### src/rtl/rsr_pkg.sv
// Shared types and constants for the rectangle subtraction block.
package rsr_pkg;

  // Coordinate width; positions carry one extra bit so ends never wrap
  localparam int COORD_BITS = 16;
  localparam int POS_BITS   = COORD_BITS + 1;
  localparam int NUM_PARTS  = 4;
  localparam int TOTAL_BITS = 3;

  // Result status codes
  localparam logic [1:0] ST_REGION  = 2'd0;
  localparam logic [1:0] ST_NO_HIT  = 2'd1;
  localparam logic [1:0] ST_COVERED = 2'd2;

  // Part order: top band, bottom band, left strip, right strip
  localparam int P_TOP    = 0;
  localparam int P_BOTTOM = 1;
  localparam int P_LEFT   = 2;
  localparam int P_RIGHT  = 3;

  typedef struct packed {
    logic [COORD_BITS-1:0] area_col;
    logic [COORD_BITS-1:0] area_row;
    logic [COORD_BITS-1:0] area_width;
    logic [COORD_BITS-1:0] area_height;
    logic [COORD_BITS-1:0] cut_col;
    logic [COORD_BITS-1:0] cut_row;
    logic [COORD_BITS-1:0] cut_width;
    logic [COORD_BITS-1:0] cut_height;
  } in_item_t;

  typedef struct packed {
    logic [POS_BITS-1:0]   part_col;
    logic [POS_BITS-1:0]   part_row;
    logic [COORD_BITS-1:0] part_width;
    logic [COORD_BITS-1:0] part_height;
    logic [1:0]            status;
    logic [TOTAL_BITS-1:0] part_total;
    logic                  last_part;
  } out_item_t;

  // Stage 1 result: inputs plus right and bottom ends
  typedef struct packed {
    in_item_t            item;
    logic [POS_BITS-1:0] a_right;
    logic [POS_BITS-1:0] a_bottom;
    logic [POS_BITS-1:0] c_right;
    logic [POS_BITS-1:0] c_bottom;
  } ends_t;

  // Stage 2 result: area plus intersection bounds
  typedef struct packed {
    logic [COORD_BITS-1:0] a_col;
    logic [COORD_BITS-1:0] a_row;
    logic [COORD_BITS-1:0] a_w;
    logic [POS_BITS-1:0]   a_right;
    logic [POS_BITS-1:0]   a_bottom;
    logic [POS_BITS-1:0]   i_left;
    logic [POS_BITS-1:0]   i_right;
    logic [POS_BITS-1:0]   i_top;
    logic [POS_BITS-1:0]   i_bot;
  } isect_t;

  // One uncovered piece
  typedef struct packed {
    logic [POS_BITS-1:0]   col;
    logic [POS_BITS-1:0]   row;
    logic [COORD_BITS-1:0] w;
    logic [COORD_BITS-1:0] h;
  } part_t;

  // Stage 3 result: everything the emitter needs for one item
  typedef struct packed {
    logic [1:0]                 kind;
    logic [NUM_PARTS-1:0]       mask;
    logic [TOTAL_BITS-1:0]      total;
    part_t [NUM_PARTS-1:0]      parts;
  } parts_t;

endpackage

### src/rtl/rectangle_subtract_regions.sv
// Top level of the rectangle subtraction block.
//
//  Channel  Ports                          Moves
//  in       in_valid, in_stall, in_data    area and cut rectangle, one per transfer
//  out      out_valid, out_stall, out_data one piece or status word per transfer
//
// Three pipeline stages (ends, intersection, pieces) feed an item buffer and the
// output register, which drives out_data.
// An item has 1 to 4 results, sent one at a time through the single result port of the
// emitter; an item with one result leaves every cycle unless out_stall holds it.
// Synchronous active-low reset clears all valid bits. out_stall backs up through
// the stages; nothing is lost or repeated while stalled.
module rectangle_subtract_regions (
  input  logic               clk,
  input  logic               rst_n,
  input  logic               in_valid,
  output logic               in_stall,
  input  rsr_pkg::in_item_t  in_data,
  output logic               out_valid,
  input  logic               out_stall,
  output rsr_pkg::out_item_t out_data
);

  logic            s1_rdy;
  logic            s1_vld;
  rsr_pkg::ends_t  s1_data;
  logic            s2_rdy;
  logic            s2_vld;
  rsr_pkg::isect_t s2_data;
  logic            s3_rdy;
  logic            s3_vld;
  rsr_pkg::parts_t s3_data;
  logic            em_rdy;

  assign in_stall = !s1_rdy;

  rsr_ends u_ends (
    .clk    (clk),
    .rst_n  (rst_n),
    .vld_i  (in_valid),
    .data_i (in_data),
    .rdy_o  (s1_rdy),
    .vld_o  (s1_vld),
    .data_o (s1_data),
    .rdy_i  (s2_rdy)
  );

  rsr_isect u_isect (
    .clk    (clk),
    .rst_n  (rst_n),
    .vld_i  (s1_vld),
    .data_i (s1_data),
    .rdy_o  (s2_rdy),
    .vld_o  (s2_vld),
    .data_o (s2_data),
    .rdy_i  (s3_rdy)
  );

  rsr_parts u_parts (
    .clk    (clk),
    .rst_n  (rst_n),
    .vld_i  (s2_vld),
    .data_i (s2_data),
    .rdy_o  (s3_rdy),
    .vld_o  (s3_vld),
    .data_o (s3_data),
    .rdy_i  (em_rdy)
  );

  rsr_emit u_emit (
    .clk       (clk),
    .rst_n     (rst_n),
    .vld_i     (s3_vld),
    .data_i    (s3_data),
    .rdy_o     (em_rdy),
    .out_valid (out_valid),
    .out_data  (out_data),
    .out_stall (out_stall)
  );

`ifndef SYNTHESIS
  // a status word stands alone and carries no pieces
  a_status_alone: assert property (@(posedge clk) disable iff (!rst_n)
    (out_valid && out_data.status != rsr_pkg::ST_REGION) |->
      (out_data.last_part && out_data.part_total == '0))
    else $error("status result not a lone last result");

  // a piece always belongs to a count of one to four
  a_total_range: assert property (@(posedge clk) disable iff (!rst_n)
    (out_valid && out_data.status == rsr_pkg::ST_REGION) |->
      (out_data.part_total != '0 && out_data.part_total <= 3'(rsr_pkg::NUM_PARTS)))
    else $error("piece count out of range");

  // after a non-final piece the next piece follows at once with the same count
  a_next_piece: assert property (@(posedge clk) disable iff (!rst_n)
    (out_valid && !out_stall && !out_data.last_part) |=>
      (out_valid && out_data.status == rsr_pkg::ST_REGION &&
       out_data.part_total == $past(out_data.part_total)))
    else $error("piece sequence broken");
`endif

endmodule

### src/rtl/rsr_ends.sv
// Pipeline stage 1: register the item and form the right and bottom ends.
module rsr_ends (
  input  logic             clk,
  input  logic             rst_n,
  input  logic             vld_i,
  input  rsr_pkg::in_item_t data_i,
  output logic             rdy_o,
  output logic             vld_o,
  output rsr_pkg::ends_t   data_o,
  input  logic             rdy_i
);

  logic           vld_r;
  rsr_pkg::ends_t data_r;
  rsr_pkg::ends_t data_nxt;

  // stage moves when empty or when the next stage takes its contents
  assign rdy_o = !vld_r || rdy_i;

  // 17-bit ends
  always_comb begin
    data_nxt.item     = data_i;
    data_nxt.a_right  = {1'b0, data_i.area_col} + {1'b0, data_i.area_width};
    data_nxt.a_bottom = {1'b0, data_i.area_row} + {1'b0, data_i.area_height};
    data_nxt.c_right  = {1'b0, data_i.cut_col} + {1'b0, data_i.cut_width};
    data_nxt.c_bottom = {1'b0, data_i.cut_row} + {1'b0, data_i.cut_height};
  end

  always_ff @(posedge clk) begin
    if (!rst_n) begin
      vld_r <= 1'b0;
    end else if (rdy_o) begin
      vld_r <= vld_i;
    end
  end

  always_ff @(posedge clk) begin
    if (rdy_o && vld_i) begin
      data_r <= data_nxt;
    end
  end

  assign vld_o  = vld_r;
  assign data_o = data_r;

endmodule

### src/rtl/rsr_isect.sv
// Pipeline stage 2: intersection bounds by max of starts and min of ends.
module rsr_isect (
  input  logic            clk,
  input  logic            rst_n,
  input  logic            vld_i,
  input  rsr_pkg::ends_t  data_i,
  output logic            rdy_o,
  output logic            vld_o,
  output rsr_pkg::isect_t data_o,
  input  logic            rdy_i
);

  localparam int P = rsr_pkg::POS_BITS;

  logic            vld_r;
  rsr_pkg::isect_t data_r;
  rsr_pkg::isect_t data_nxt;
  logic [P-1:0]    a_col_x;
  logic [P-1:0]    a_row_x;
  logic [P-1:0]    c_col_x;
  logic [P-1:0]    c_row_x;

  assign rdy_o = !vld_r || rdy_i;

  assign a_col_x = {1'b0, data_i.item.area_col};
  assign a_row_x = {1'b0, data_i.item.area_row};
  assign c_col_x = {1'b0, data_i.item.cut_col};
  assign c_row_x = {1'b0, data_i.item.cut_row};

  // max / min selection
  always_comb begin
    data_nxt.a_col    = data_i.item.area_col;
    data_nxt.a_row    = data_i.item.area_row;
    data_nxt.a_w      = data_i.item.area_width;
    data_nxt.a_right  = data_i.a_right;
    data_nxt.a_bottom = data_i.a_bottom;
    data_nxt.i_left   = (a_col_x > c_col_x) ? a_col_x : c_col_x;
    data_nxt.i_top    = (a_row_x > c_row_x) ? a_row_x : c_row_x;
    data_nxt.i_right  = (data_i.a_right < data_i.c_right) ? data_i.a_right : data_i.c_right;
    data_nxt.i_bot    = (data_i.a_bottom < data_i.c_bottom) ? data_i.a_bottom
                                                            : data_i.c_bottom;
  end

  always_ff @(posedge clk) begin
    if (!rst_n) begin
      vld_r <= 1'b0;
    end else if (rdy_o) begin
      vld_r <= vld_i;
    end
  end

  always_ff @(posedge clk) begin
    if (rdy_o && vld_i) begin
      data_r <= data_nxt;
    end
  end

  assign vld_o  = vld_r;
  assign data_o = data_r;

endmodule

### src/rtl/rsr_parts.sv
// Pipeline stage 3: piece tests, piece geometry and piece count.
module rsr_parts (
  input  logic            clk,
  input  logic            rst_n,
  input  logic            vld_i,
  input  rsr_pkg::isect_t data_i,
  output logic            rdy_o,
  output logic            vld_o,
  output rsr_pkg::parts_t data_o,
  input  logic            rdy_i
);

  localparam int W = rsr_pkg::COORD_BITS;
  localparam int P = rsr_pkg::POS_BITS;
  localparam int T = rsr_pkg::TOTAL_BITS;

  logic                           vld_r;
  rsr_pkg::parts_t                data_r;
  rsr_pkg::parts_t                data_nxt;
  logic [P-1:0]                   a_col_x;
  logic [P-1:0]                   a_row_x;
  logic [P-1:0]                   top_h;
  logic [P-1:0]                   bot_h;
  logic [P-1:0]                   left_w;
  logic [P-1:0]                   right_w;
  logic [P-1:0]                   mid_h;
  logic                           no_hit;
  logic [rsr_pkg::NUM_PARTS-1:0]  mask;

  assign rdy_o = !vld_r || rdy_i;

  assign a_col_x = {1'b0, data_i.a_col};
  assign a_row_x = {1'b0, data_i.a_row};

  // sizes; each fits a coordinate once its piece is non-empty
  assign top_h   = data_i.i_top - a_row_x;
  assign bot_h   = data_i.a_bottom - data_i.i_bot;
  assign left_w  = data_i.i_left - a_col_x;
  assign right_w = data_i.a_right - data_i.i_right;
  assign mid_h   = data_i.i_bot - data_i.i_top;

  // empty intersection in either direction
  assign no_hit = (data_i.i_left >= data_i.i_right) || (data_i.i_top >= data_i.i_bot);

  always_comb begin
    mask                  = '0;
    mask[rsr_pkg::P_TOP]    = a_row_x < data_i.i_top;
    mask[rsr_pkg::P_BOTTOM] = data_i.i_bot < data_i.a_bottom;
    mask[rsr_pkg::P_LEFT]   = a_col_x < data_i.i_left;
    mask[rsr_pkg::P_RIGHT]  = data_i.i_right < data_i.a_right;
    if (no_hit) begin
      mask = '0;
    end
  end

  // piece geometry and summary
  always_comb begin
    data_nxt.parts[rsr_pkg::P_TOP].col    = a_col_x;
    data_nxt.parts[rsr_pkg::P_TOP].row    = a_row_x;
    data_nxt.parts[rsr_pkg::P_TOP].w      = data_i.a_w;
    data_nxt.parts[rsr_pkg::P_TOP].h      = top_h[W-1:0];

    data_nxt.parts[rsr_pkg::P_BOTTOM].col = a_col_x;
    data_nxt.parts[rsr_pkg::P_BOTTOM].row = data_i.i_bot;
    data_nxt.parts[rsr_pkg::P_BOTTOM].w   = data_i.a_w;
    data_nxt.parts[rsr_pkg::P_BOTTOM].h   = bot_h[W-1:0];

    data_nxt.parts[rsr_pkg::P_LEFT].col   = a_col_x;
    data_nxt.parts[rsr_pkg::P_LEFT].row   = data_i.i_top;
    data_nxt.parts[rsr_pkg::P_LEFT].w     = left_w[W-1:0];
    data_nxt.parts[rsr_pkg::P_LEFT].h     = mid_h[W-1:0];

    data_nxt.parts[rsr_pkg::P_RIGHT].col  = data_i.i_right;
    data_nxt.parts[rsr_pkg::P_RIGHT].row  = data_i.i_top;
    data_nxt.parts[rsr_pkg::P_RIGHT].w    = right_w[W-1:0];
    data_nxt.parts[rsr_pkg::P_RIGHT].h    = mid_h[W-1:0];

    data_nxt.mask  = mask;
    data_nxt.total = T'(mask[0]) + T'(mask[1]) + T'(mask[2]) + T'(mask[3]);
    if (no_hit) begin
      data_nxt.kind = rsr_pkg::ST_NO_HIT;
    end else if (mask == '0) begin
      data_nxt.kind = rsr_pkg::ST_COVERED;
    end else begin
      data_nxt.kind = rsr_pkg::ST_REGION;
    end
  end

  always_ff @(posedge clk) begin
    if (!rst_n) begin
      vld_r <= 1'b0;
    end else if (rdy_o) begin
      vld_r <= vld_i;
    end
  end

  always_ff @(posedge clk) begin
    if (rdy_o && vld_i) begin
      data_r <= data_nxt;
    end
  end

  assign vld_o  = vld_r;
  assign data_o = data_r;

endmodule

### src/rtl/rsr_emit.sv
// Emitter: holds one item; one result per unstalled cycle goes to the output register.
module rsr_emit (
  input  logic               clk,
  input  logic               rst_n,
  input  logic               vld_i,
  input  rsr_pkg::parts_t    data_i,
  output logic               rdy_o,
  output logic               out_valid,
  output rsr_pkg::out_item_t out_data,
  input  logic               out_stall
);

  localparam int N = rsr_pkg::NUM_PARTS;

  logic               buf_vld_r;
  rsr_pkg::parts_t    buf_r;
  logic [N-1:0]       mask_r;
  logic               out_vld_r;
  rsr_pkg::out_item_t out_r;
  rsr_pkg::out_item_t out_nxt;
  logic [1:0]         idx;
  logic [N-1:0]       rest;
  logic               last;
  logic               out_load;
  logic               emit;

  // lowest pending piece
  always_comb begin
    idx = 2'(rsr_pkg::P_RIGHT);
    if (mask_r[rsr_pkg::P_TOP]) begin
      idx = 2'(rsr_pkg::P_TOP);
    end else if (mask_r[rsr_pkg::P_BOTTOM]) begin
      idx = 2'(rsr_pkg::P_BOTTOM);
    end else if (mask_r[rsr_pkg::P_LEFT]) begin
      idx = 2'(rsr_pkg::P_LEFT);
    end
  end

  assign rest     = mask_r & ~(N'(1) << idx);
  assign last     = (buf_r.kind != rsr_pkg::ST_REGION) || (rest == '0);
  assign out_load = !out_vld_r || !out_stall;
  assign emit     = buf_vld_r && out_load;
  assign rdy_o    = !buf_vld_r || (emit && last);

  // result word for the piece being sent
  always_comb begin
    out_nxt = '0;
    out_nxt.status    = buf_r.kind;
    out_nxt.last_part = last;
    if (buf_r.kind == rsr_pkg::ST_REGION) begin
      out_nxt.part_col    = buf_r.parts[idx].col;
      out_nxt.part_row    = buf_r.parts[idx].row;
      out_nxt.part_width  = buf_r.parts[idx].w;
      out_nxt.part_height = buf_r.parts[idx].h;
      out_nxt.part_total  = buf_r.total;
    end
  end

  // item buffer
  always_ff @(posedge clk) begin
    if (!rst_n) begin
      buf_vld_r <= 1'b0;
    end else if (rdy_o) begin
      buf_vld_r <= vld_i;
    end
  end

  always_ff @(posedge clk) begin
    if (rdy_o && vld_i) begin
      buf_r  <= data_i;
      mask_r <= data_i.mask;
    end else if (emit) begin
      mask_r <= rest;
    end
  end

  // output register
  always_ff @(posedge clk) begin
    if (!rst_n) begin
      out_vld_r <= 1'b0;
    end else if (out_load) begin
      out_vld_r <= buf_vld_r;
    end
  end

  always_ff @(posedge clk) begin
    if (emit) begin
      out_r <= out_nxt;
    end
  end

  assign out_valid = out_vld_r;
  assign out_data  = out_r;

endmodule

### config.mk
export PLATFORM = sky130hd
export DESIGN_NAME = rectangle_subtract_regions
export DESIGN_NICKNAME = d
export VERILOG_FILES = /design/src/rtl/rsr_pkg.sv /design/src/rtl/rectangle_subtract_regions.sv /design/src/rtl/rsr_ends.sv /design/src/rtl/rsr_isect.sv /design/src/rtl/rsr_parts.sv /design/src/rtl/rsr_emit.sv
export SDC_FILE = /design/constraint.sdc
export NUM_CORES = 1
export LEC_CHECK = 0
export CAP_MARGIN = 20
export CORE_MARGIN = 8
export CORE_UTILIZATION = 59
export CTS_CLUSTER_SIZE = 20
export DETAILED_ROUTE_END_ITERATION = 8
export DONT_BUFFER_PORTS = 1
export HOLD_SLACK_MARGIN = 0.15
export PLACE_DENSITY_LB_ADDON = 0.1
export SLEW_MARGIN = 40
export SYNTH_ARGS = -nofsm -noshare
export SYNTH_HDL_FRONTEND = slang
export SYNTH_SLANG_ARGS = --single-unit
### constraint.sdc
create_clock -name clk -period 18.2 [get_ports clk]
set_input_delay 1.82 -clock clk [delete_from_list [all_inputs] [get_ports clk]]
set_output_delay 1.82 -clock clk [all_outputs]
set_load 0.02 [all_outputs]
==> Word-level counts from Yosys, hierarchy flattened <==
Index checks and enable logic that the tools add are counted.
{ "totals": {"output_inout_bits": 74, "register_bits": 747, "elab_cells": 122, "input_bits": 132} }
{ "classes": {"n_addsub": 12, "mux": 13, "n_shift": 1, "n_bitwise": 2, "n_reduce_logical": 25, "n_lt_le_gt_ge": 11} }
{ "ops": {"columns": ["operator", "n"], "rows": [
  ["binary-select mux 66 bit (select 2 bit)", 1],
  ["subtractor 16 bit", 5],
  ["adder 16 x 16 -> 17 bit", 4],
  ["< comparator 17 bit", 4],
  ["2-to-1 mux 66 bit", 1],
  ["greater-or-equal comparator 16 x 17 -> 1 bit", 2],
  ["2-to-1 mux 17 bit", 2],
  ["greater-than comparator 16 bit", 2],
  ["< comparator 16 bit", 2],
  ["2-to-1 mux 16 bit", 2],
  ["2-to-1 mux 4 bit", 3],
  ["logical NOT 4 bit", 2],
  ["logical NOT 1 bit", 7],
  ["logical OR 1 bit", 7],
  ["adder 3 x 1 -> 3 bit", 2],
  ["logical AND 1 bit", 6],
  ["2-to-1 mux 2 bit", 3],
  ["AND 4 bit", 1],
  ["NOT 4 bit", 1],
  ["nonzero test 2 bit", 2],
  ["left shift 1 x 2 -> 4 bit (first input constant)", 1],
  ["< comparator 2 x 3 -> 1 bit (second input constant)", 1],
  ["adder 1 x 1 -> 2 bit", 1],
  ["logical NOT 2 bit", 1],
  ["2-to-1 mux 1 bit", 1]
]} }

==> Depth between registers and ports, before layout <==
Gate-level depths: netlist (run 1).
{ "logic_depth": {"depth_word": 14, "mapped_depth": 16, "mapped_depth_nobuf": 16} }

==> Hierarchy <==
From an unflattened synthesis (run 1), not the netlist that was laid out.
{ "unflattened": {"cells_unflattened": 3045, "hier_area_um2": 41885.2} }
{ "modules_own_cells": {"columns": ["mod", "area_each_um2", "cells_each", "seq_area_each_um2", "instances"], "rows": [
  ["rsr_emit", 12937.4, 745, 10400.0, 1],
  ["rsr_parts", 12456.9, 1126, 5665.4, 1],
  ["rsr_ends", 8789.7, 591, 5905.7, 1],
  ["rsr_isect", 7697.4, 582, 4464.3, 1],
  ["rectangle_subtract_regions", 3.8, 1, 0.0, 1]
]} }

==> Least setup slack after synthesis (run 1) <==
Ideal clock, no wire load.
{ "synth_path": {"path_kind": "input -> register", "start": "input out_stall", "end": "register u_parts.data_r, in the netlist u_parts.data_o[0] (enable)", "arrival_time_ns": 15.488, "setup_slack_ns": 1.694, "setup_time_ns": 1.019, "path_stages": 3, "cell_sequence": "nand2_1 a21boi_1 a21boi_0"} }
{ "synth_via": {"elab_chain_cells": 7} }
{ "synth_lines": {"columns": ["element", "line_no", "text"], "rows": [
  ["start: declaration", "rectangle_subtract_regions.sv:20", "input logic out_stall,"],
  ["logical NOT 1 bit", "rsr_emit.sv:41", "assign out_load = !out_vld_r || !out_stall;"],
  ["logical OR 1 bit", "rsr_emit.sv:41", null],
  ["logical AND 1 bit", "rsr_emit.sv:42", "assign emit = buf_vld_r && out_load;"],
  ["logical AND 1 bit", "rsr_emit.sv:43", "assign rdy_o = !buf_vld_r || (emit && last);"],
  ["logical OR 1 bit", "rsr_emit.sv:43", null],
  ["logical OR 1 bit", "rsr_parts.sv:30", "assign rdy_o = !vld_r || rdy_i;"],
  ["logical AND 1 bit", "rsr_parts.sv:98", "if (rdy_o && vld_i) begin"],
  ["end signal: assignment", "rsr_parts.sv:99", "data_r <= data_nxt;"],
  ["end: declaration", "rsr_parts.sv:18", "rsr_pkg::parts_t data_r;"]
]} }
Every way passes these cells.
A chain may end at the register's enable or synchronous reset.

==> Final worst setup path (run 1) <==
{ "layout_path": {"start": "input out_stall", "end": "output in_stall"} }
{ "layout_via": {"elab_chain_cells": 9} }
{ "layout_lines": {"columns": ["element", "line_no", "text"], "rows": [
  ["logical NOT 1 bit", "rsr_emit.sv:41", null],
  ["logical OR 1 bit", "rsr_emit.sv:41", null],
  ["logical AND 1 bit", "rsr_emit.sv:42", null],
  ["logical AND 1 bit", "rsr_emit.sv:43", null],
  ["logical OR 1 bit", "rsr_emit.sv:43", null],
  ["logical OR 1 bit", "rsr_parts.sv:30", null],
  ["logical OR 1 bit", "rsr_isect.sv:23", "assign rdy_o = !vld_r || rdy_i;"],
  ["logical OR 1 bit", "rsr_ends.sv:18", "assign rdy_o = !vld_r || rdy_i;"],
  ["logical NOT 1 bit", "rectangle_subtract_regions.sv:35", "assign in_stall = !s1_rdy;"],
  ["end: declaration", "rectangle_subtract_regions.sv:17", "output logic in_stall,"]
]} }
Every way passes these cells.

==> impl_metrics.csv, run 1 <==
group,metric,value,unit
floorplanning,die_w,260,um
cells_and_area,fin_cells,3471,
setup_path,reg2reg_from,"u_emit.mask_r[0]",
worst_hold_path,hold_end,"u_emit.buf_r[81]",
timing,final.setup.tns,0,ns
timing,slew_headroom,42.2,%
global_routing,antenna_found_initial,0,
global_routing,overflow,0,
global_routing,grt_pass1_wl,112,mm
detailed_routing,drc,0,
cells_and_area,n_fill_cell,4224,
timing,setup_violations,0,
detailed_routing,wl_per_cell,21.1,um
setup_path,cp-start-kind,"input pin",
cells_and_area,drive_above_1_share,7.67,%
global_routing,grt_max_degree,108,
synth,ys_seq_elements,747,
placed_design,place_area,0.0360,mm^2
placed_design,port_buffers,0,
floorplanning,start_util,59.5,%
worst_hold_path,hp-start,"u_parts.data_o[81]",
setup_path,critPathArrivalTime,3.17,ns
flow_run,drv_cap,0,
clock_network,clock_latency,0.62,ns
synth,synth_cell_types,75,
setup_path,critPathKind,"in -> out",
pwr,p_leak,15.0,nW
synth,syn_avg_cell_area,13.5,um^2
setup_path,crit_required,16.38,ns
timing,fmax,0.201,GHz
global_routing,grt_pass1_vias,19500,
cells_and_area,areaGrowthSynthToFinish,9.94,%
worst_hold_path,hold_class,"reg -> reg",
worst_hold_path,holdPathStages,0,
synth,yosysTopAreaCell,"edfxtp_1",
synth,synth_area_leaders,"edfxtp_1 64%, ha_1 9.8%, inv_1 2.8%",
detailed_routing,firstDrtPassIters,7,
clock_network,clock-sinks,747,
setup_path,worstReg2RegEnd,"u_ends.data_o[108]",
floorplanning,num_rows,89,
synth,ys_warn_count,0,
timing,period_share,27.4,%
detailed_routing,drt-vias-per-instance,5.84,
global_routing,grt_use_total,21.4,%
synth,synthArstFlopShare,0,%
clock_network,htree_levels,3,
setup_path,worst_setup_path_end_kind,"output pin",
floorplanning,ios,206,
pwr,peakVddDrop,0.0870,mV
placed_design,place_inst,3332,
synth,synth_edf_count,742,
floorplanning,dieArea,0.0674,mm^2
synth,post-synth-top-count-cell,"edfxtp_1",
setup_path,crit_fanout,5,
clock_network,cts_buffer_depth,3,
synth,syn_inst,2599,
clock_network,cts_setup_buffers,0,
detailed_routing,wirelength,73.2,mm
cells_and_area,n_antenna_cell,0,
pwr,powerDensity,107,mW/mm^2
clock_network,cts_made_buffers,76,
synth,synth_top_area_share,63.7,%
synth,yosys-top-cells-count,"742 x edfxtp_1, 274 x ha_1, 265 x inv_1",
floorplanning,die_h,260,um
run_status,status,"finished, final reports clean",
timing,period_needed,4.99,ns
timing,clock_skew,0.0202,ns
clock_network,cts_tree,"yes",
cells_and_area,layout.area.seq,0.0224,mm^2
timing,slew_viol_final,0,
clock_network,ctsHoldBuffers,0,
synth,ys.flop_type,"edfxtp_1",
timing,tightest_slew,0.865,ns
cells_and_area,final_cell_area,0.0385,mm^2
setup_path,r2r_setup_slack,14.20,ns
detailed_routing,ant_nets,0,
setup_path,r2r.worst_path.cells,10,
cells_and_area,nNetsFinal,3053,
detailed_routing,drtIter0Drc,1591,
clock_network,cts_resized,0,
floorplanning,coreArea,0.0588,mm^2
synth,synth_nets,3015,
cells_and_area,final_util,65.5,%
timing,rsz0062_at_grt,"no",
synth,yosysSeqAreaShare,63.9,%
timing,hold_violations,0,
synth,syn_area,0.0350,mm^2
detailed_routing,num_vias,20300,
clock_network,clk_pin_slew,0.06,ns
placed_design,hpwl,54.8,mm
clock_network,root_buffer,"clkbuf_16",
placed_design,place_congestion,0.883,
pwr,total_power,4.13,mW
cells_and_area,multi_input_area,0.0114,mm^2
==> cell type report <==
| class | instances | share of cell area [%] |
|---|---|---|
| Sequential cell | 747 | 58.2 |
| Clock inverter | 52 | 1.30 |
| Timing Repair Buffer | 20 | 0.663 |
| Inverter | 265 | 2.58 |
| Clock buffer | 87 | 5.10 |
| Tap cell | 773 | 2.51 |
| Multi-Input combinational cell | 1527 | 29.7 |
==> metrics by stage <==
step                worst slack, ns  hold slack [ns]
finish                        13.21            0.407
global route                  13.15            0.411
CTS                           13.23            0.406
detailed placement            13.23            0.405
global placement              13.31            0.400
floorplan                      1.69            0.400
==> critical path: stages <==
cell and delay, ns:
nand2_1 0.05, a21boi_1 0.56, and3_1 0.34, and2_1 0.39
==> worst max-delay path by stage <==
stage                   start                end  slack, ns
floorplan           out_stall  u_parts.data_o[0]       1.69
global placement    out_stall           in_stall      13.31
detailed placement  out_stall           in_stall      13.23
CTS                 out_stall           in_stall      13.23
global route        out_stall           in_stall      13.15
finish              out_stall           in_stall      13.21
==> cell families after synthesis <==
group / Yosys count / synth area share, %
XOR/XNOR: 111 / 2.78
AO/OA/AOI/OAI: 498 / 9.13
adder cells (fa/ha/maj): 284 / 10.4
multiplexers: 99 / 3.12
AND/OR/NAND/NOR: 535 / 7.10
flip-flops: 747 / 63.9
buffers and inverters: 325 / 3.57
==> placed cells by master (no fill, tap or decap), types with 10 or more instances in the layout <==
cell type / netlist / layout
buf_4: 2 / 10
nand4_1: 22 / 22
edfxtp_1: 742 / 742
a211o_1: 16 / 16
o21ai_0: 78 / 78
nor3_1: 41 / 41
xnor2_1: 80 / 80
xor2_1: 31 / 31
nand2b_1: 21 / 21
o21ai_1: 10 / 10
o311ai_0: 20 / 20
nand2_1: 134 / 134
nand3_1: 38 / 38
mux2i_1: 49 / 49
mux2_4: 10 / 10
clkbuf_16: 0 / 77
a21oi_1: 174 / 174
clkbuf_1: 45 / 10
a21boi_0: 13 / 12
clkinv_2: 0 / 17
nor2_1: 194 / 193
o21bai_1: 12 / 12
o21a_1: 23 / 23
nor2b_1: 29 / 26
ha_1: 274 / 274
a211oi_1: 32 / 32
inv_1: 265 / 265
a31oi_1: 18 / 18
fa_1: 10 / 10
clkinv_1: 0 / 13
a21o_1: 55 / 55
and2_1: 13 / 12
mux2_2: 40 / 40
==> sequential cells by signal, indices dropped and copies added (netlist names) <==
register and flops:
u_emit.buf_vld_r 1, u_emit.mask_r 4, u_isect.vld_o 1, u_isect.data_o 148, u_ends.data_o 148, u_emit.out_data 72
u_ends.vld_o 1, u_parts.vld_o 1, u_emit.out_valid 1, u_parts.data_o 187, u_emit.buf_r 183
==> per-layer routing <==
metal / track usage, % / up-vias / part of all wire (%) / routed length, um
li1: - / 9627 / - / -
met1: 34.5 / 9819 / 51 / 37200
met2: 29.2 / 715 / 40 / 29200
met3: 4.04 / 108 / 7.3 / 5350
met4: 6.17 / 0 / 2.2 / 1580
met5: 0 / - / 0 / 0
==> report_power, final <==
part / total, mW / internal, mW / switching (mW)
Sequential: 2.08 / 2.01 / 0.0709
Clock: 1.53 / 0.873 / 0.655
Combinational: 0.514 / 0.217 / 0.296
Total: 4.13 / 3.10 / 1.02
No activity file was read; power rests on OpenSTA's default activity.
==> inputs of run 2 (changes only) <==
- CORE_UTILIZATION: 59 -> 58
- clock period: 18.2 -> 4.5 ns (I/O delays scaled with it)
==> impl_metrics.csv, run 2 (same netlist as run 1, synthesis figures left out) <==
group,metric,value,unit
global_routing,grt_max_degree,149,
setup_path,cp-start-kind,"flip-flop",
cells_and_area,final_util,65.9,%
cells_and_area,drive_above_1_share,7.61,%
cells_and_area,n_fill_cell,4257,
detailed_routing,drt-vias-per-instance,5.82,
clock_network,cts_resized,0,
placed_design,place_area,0.0361,mm^2
flow_run,drv_cap,0,
clock_network,clk_pin_slew,0.06,ns
cells_and_area,mostFrequentLayoutCell,"edfxtp_1",
timing,slew_headroom,47.9,%
setup_path,slowest_stage,"nor4_4",
global_routing,grt_pass1_vias,20200,
timing,period_needed,3.63,ns
timing,setup_violations,0,
setup_path,crit_path_cell_trace,"inv_1, ha_1, a21o_1, a21o_1, a21oi_1, o21ai_1, a221oi_1, nor3_1, nor4_4, nand3_1, ha_1, inv_1, fa_1, inv_1, ha_1",
global_routing,overflow,0,
detailed_routing,drc,0,
cells_and_area,nNetsFinal,3142,
setup_path,critPathKind,"reg -> reg",
timing,rsz0062_at_grt,"no",
run_status,status,"finished, final reports clean",
clock_network,htree_levels,3,
timing,hold-worst-slack,0.192,ns
detailed_routing,wirelength,80.2,mm
placed_design,hpwl,59.8,mm
timing,slew_viol_final,0,
timing,hold_violations,0,
floorplanning,ios,206,
pwr,peakVddDrop,0.253,mV
cells_and_area,layout_common_cells,"742 x edfxtp_1, 273 x ha_1, 265 x inv_1",
floorplanning,coreArea,0.0600,mm^2
global_routing,grt_pass1_wl,120,mm
floorplanning,start_util,58.3,%
timing,tightest_slew,0.782,ns
cells_and_area,n_antenna_cell,0,
cells_and_area,largest_reg_flops,187,
setup_path,worst_setup_path_end_kind,"flip-flop",
setup_path,crit_buf_inv,3,
detailed_routing,wl_per_cell,22.5,um
timing,final.setup.tns,0,ns
floorplanning,num_rows,90,
clock_network,cts_buffer_depth,3,
setup_path,critPathArrivalTime,3.99,ns
clock_network,cts_made_buffers,78,
placed_design,place_congestion,0.934,
floorplanning,die_w,262,um
detailed_routing,firstDrtPassIters,7,
detailed_routing,ant_nets,0,
clock_network,clock-sinks,747,
pwr,p_leak,15.4,nW
cells_and_area,areaGrowthSynthToFinish,13.0,%
floorplanning,die_h,262,um
global_routing,antenna_found_initial,2,
worst_hold_path,hold_class,"in -> reg",
setup_path,crit_required,4.86,ns
timing,clock_skew,0.0195,ns
global_routing,grt_use_total,23.3,%
cells_and_area,final_cell_area,0.0396,mm^2
detailed_routing,drtIter0Drc,2216,
placed_design,port_buffers,0,
pwr,total_power,17.1,mW
floorplanning,dieArea,0.0685,mm^2
clock_network,cts_tree,"yes",
detailed_routing,num_vias,20800,
setup_path,cpPeakStageDelay,0.51,ns
pwr,powerDensity,433,mW/mm^2
clock_network,root_buffer,"clkbuf_16",
setup_path,path_delay_family,"adder cells",
clock_network,clock_latency,0.60,ns
timing,period_share,80.7,%
timing,fmax,0.275,GHz
setup_path,crit_fanout,10,
==> run 2: worst min-delay path: stages <==
cell,delay [ns]
ha_1,0.12
a21oi_1,0.04
o21ai_0,0.07
==> run 2: per-stage QoR <==
| step | std cells | worst slack, ns |
|---|---|---|
| after global placement | 3337 | 0.918 |
| after CTS | 3566 | 0.853 |
| after floorplan | 2599 | -0.293 |
| after detailed placement | 3340 | 0.866 |
| final | 3568 | 0.867 |
| after global routing | 3568 | 0.622 |
==> run 2: path summary, 6_finish.rpt <==
kind	startpoint	end	slack, ns	cells past startpoint
setup reg to reg	u_isect.data_o[36]	u_parts.data_o[265]	0.87	15
hold reg to reg	u_parts.data_o[141]	u_emit.buf_r[207]	0.41	0
hold / removal	in_data[127]	u_ends.data_o[67]	0.19	3
setup / recovery	u_isect.data_o[36]	u_parts.data_o[265]	0.87	15
==> run 2: where the power goes <==
part           internal, mW  switching, mW  leakage [nW]
clock                  3.78           2.64          1.25
sequential             8.14          0.261          6.98
combinational         0.946           1.36          7.19
==> run 2: metal layers <==
metal	routed length, um	global-route usage [%]
met4	1280	5.54
met5	0	0
met2	32600	32.2
met1	40000	38.0
met3	6300	3.51
==> run 2: layout make-up <==
cell class	instances	area (um^2)	share of cell area [%]
repair buffers	107	1170	2.97
well taps	782	978	2.47
flip-flops and latches	747	22400	56.6
clock buffers	92	2080	5.25
multi-input cells	1527	11400	28.9
inverters	265	995	2.51
clock inverters	48	508	1.28
==> run 2: timing repair <==
| action | in CTS | in global routing |
|---|---|---|
| setup buffers | 0 | 0 |
| endpoints found under the hold margin | 89 | 0 |
| hold buffers | 86 | 0 |
==> inputs of run 3 (changes only) <==
- clock period: 4.5 -> 3 ns (I/O delays scaled with it)
==> impl_metrics.csv, run 3 (same netlist as run 1, synthesis figures left out) <==
group,metric,value,unit
cells_and_area,nNetsFinal,3402,
detailed_routing,wirelength,82.4,mm
clock_network,htree_levels,3,
cells_and_area,fin_cells,3834,
clock_network,cts_made_buffers,78,
setup_path,crit_fanout,3,
pwr,powerDensity,621,mW/mm^2
floorplanning,coreArea,0.0600,mm^2
setup_path,critPathKind,"reg -> reg",
cells_and_area,areaGrowthSynthToFinish,19.4,%
detailed_routing,wl_per_cell,21.5,um
run_status,violations,"negative setup slack",
cells_and_area,layout.area.seq,0.0224,mm^2
timing,setup_violations,3,
floorplanning,ios,206,
cells_and_area,layout_common_cells,"742 x edfxtp_1, 261 x ha_1, 254 x inv_1",
clock_network,clock-sinks,747,
global_routing,grt_use_total,23.8,%
timing,hold_violations,0,
flow_run,drv_cap,0,
setup_path,path_delay_family,"adder cells",
worst_hold_path,hold_class,"in -> reg",
cells_and_area,largest_reg_flops,187,
timing,period_needed,3.22,ns
cells_and_area,drive_above_1_share,15.4,%
pwr,peakVddDrop,0.441,mV
run_status,status,"finished with violations",
placed_design,place_inst,3546,
timing,slew_viol_final,0,
cells_and_area,n_fill_cell,4091,
clock_network,clock_latency,0.60,ns
setup_path,worst_setup_path_end_kind,"flip-flop",
timing,clock_skew,0.0219,ns
setup_path,crit_required,3.35,ns
global_routing,grt_pass1_wl,123,mm
detailed_routing,num_vias,21700,
setup_path,crit_buf_inv,4,
timing,rsz0062_at_grt,"yes",
clock_network,cts_tree,"yes",
placed_design,place_area,0.0377,mm^2
timing,fmax,0.310,GHz
clock_network,root_buffer,"clkbuf_16",
detailed_routing,drt-vias-per-instance,5.66,
clock_network,clk_pin_slew,0.06,ns
timing,setup_ws,-0.224,ns
clock_network,cts_buffer_depth,3,
placed_design,hpwl,61.9,mm
timing,tightest_slew,0.729,ns
cells_and_area,mostFrequentLayoutCell,"edfxtp_1",
setup_path,cp-start-kind,"flip-flop",
detailed_routing,drtIter0Drc,1709,
setup_path,cpPeakStageDelay,0.43,ns
timing,period_share,107,%
pwr,p_leak,16.6,nW
timing,slew_headroom,51.3,%
setup_path,critPathArrivalTime,3.57,ns
floorplanning,start_util,58.3,%
detailed_routing,ant_nets,0,
detailed_routing,drc,0,
placed_design,port_buffers,0,
floorplanning,num_rows,90,
setup_path,crit_path_cell_trace,"buf_4, buf_4, ha_1, a21o_1, a21o_1, a21oi_2, o211a_1, o21ai_2, a21oi_2, nand3b_1, ha_1, inv_2, fa_2, inv_2, ha_4",
cells_and_area,multi_input_area,0.0117,mm^2
placed_design,place_congestion,0.883,
floorplanning,die_h,262,um
global_routing,grt_max_degree,108,
detailed_routing,firstDrtPassIters,5,
global_routing,grt_pass1_vias,21400,
cells_and_area,final_cell_area,0.0418,mm^2
floorplanning,dieArea,0.0685,mm^2
global_routing,antenna_found_initial,5,
setup_path,slowest_stage,"edfxtp_1",
global_routing,overflow,0,
floorplanning,die_w,262,um
run 3: changes by cell type in the layout (fill, tap and decap cells not counted), moves of 11 or more:
| cell | change |
|---|---|
| ha_1 | -12 |
| inv_1 | -11 |
| dlygate4sd3_1 | +43 |
| buf_4 | +215 |
| ha_4 | +11 |
| inv_2 | +11 |
run 3: through the flow:
stage	hold WS, ns	worst slack, ns	util, %	setup TNS [ns]	power [mW]
global route	0.191	-0.339	69.6	-0.784	26.9
finish	0.194	-0.224	69.7	-0.459	26.0
detailed placement	0.399	-0.418	62.8	-1.07	16.5
floorplan	0.399	-1.63	-	-617.38	15.1
CTS	0.154	-0.317	69.2	-0.715	26.0
global placement	0.399	-0.369	62.7	-1.05	16.4
run 3: repair_timing:
item                                   in CTS  in global routing
setup buffers                               4                 10
hold buffers                              129                  0
setup endpoints to repair                   4                 17
endpoints found under the hold margin     156                  0
pin swaps                                   7                 20
gates cloned                                0                  0
gates resized for setup                    14                 42
run 3: metal layers:
layer	vias to the layer above	track usage (%)	share of wire [%]	wire length, um
met3	95	3.22	7.0	5800
met2	723	33.6	42	34300
li1	10300	-	-	-
met5	-	0	0	0
met4	0	5.82	1.7	1400
met1	10600	38.4	50	41000
run 3: layout make-up:
| type | count | share of cell area [%] |
|---|---|---|
| well taps | 782 | 2.34 |
| clock buffers | 99 | 5.03 |
| repair buffers | 367 | 7.75 |
| inverters | 265 | 2.38 |
| multi-input cells | 1527 | 28.0 |
| flip-flops and latches | 747 | 53.5 |
| diodes | 4 | 0.0239 |
| clock inverters | 43 | 0.940 |
run 3: path summary, 6_finish.rpt:
kind | to | from | cells after the start | slack (ns)
worst min-delay path | u_ends.data_o[44] | in_data[74] | 2 | 0.19
worst min register to register | u_emit.buf_r[91] | u_parts.data_o[25] | 0 | 0.41
worst max register to register | u_parts.data_o[265] | u_isect.data_o[22] | 15 | -0.22
worst max-delay path | u_parts.data_o[265] | u_isect.data_o[22] | 15 | -0.22
run 3: power by group:
part           internal (mW)  total, mW  leakage (nW)  switching (mW)
combinational           1.79       4.05          8.42            2.25
sequential              12.2       12.6          6.98           0.372
clock                   5.50       9.34          1.21            3.85
total                   19.5       26.0          16.6            6.48
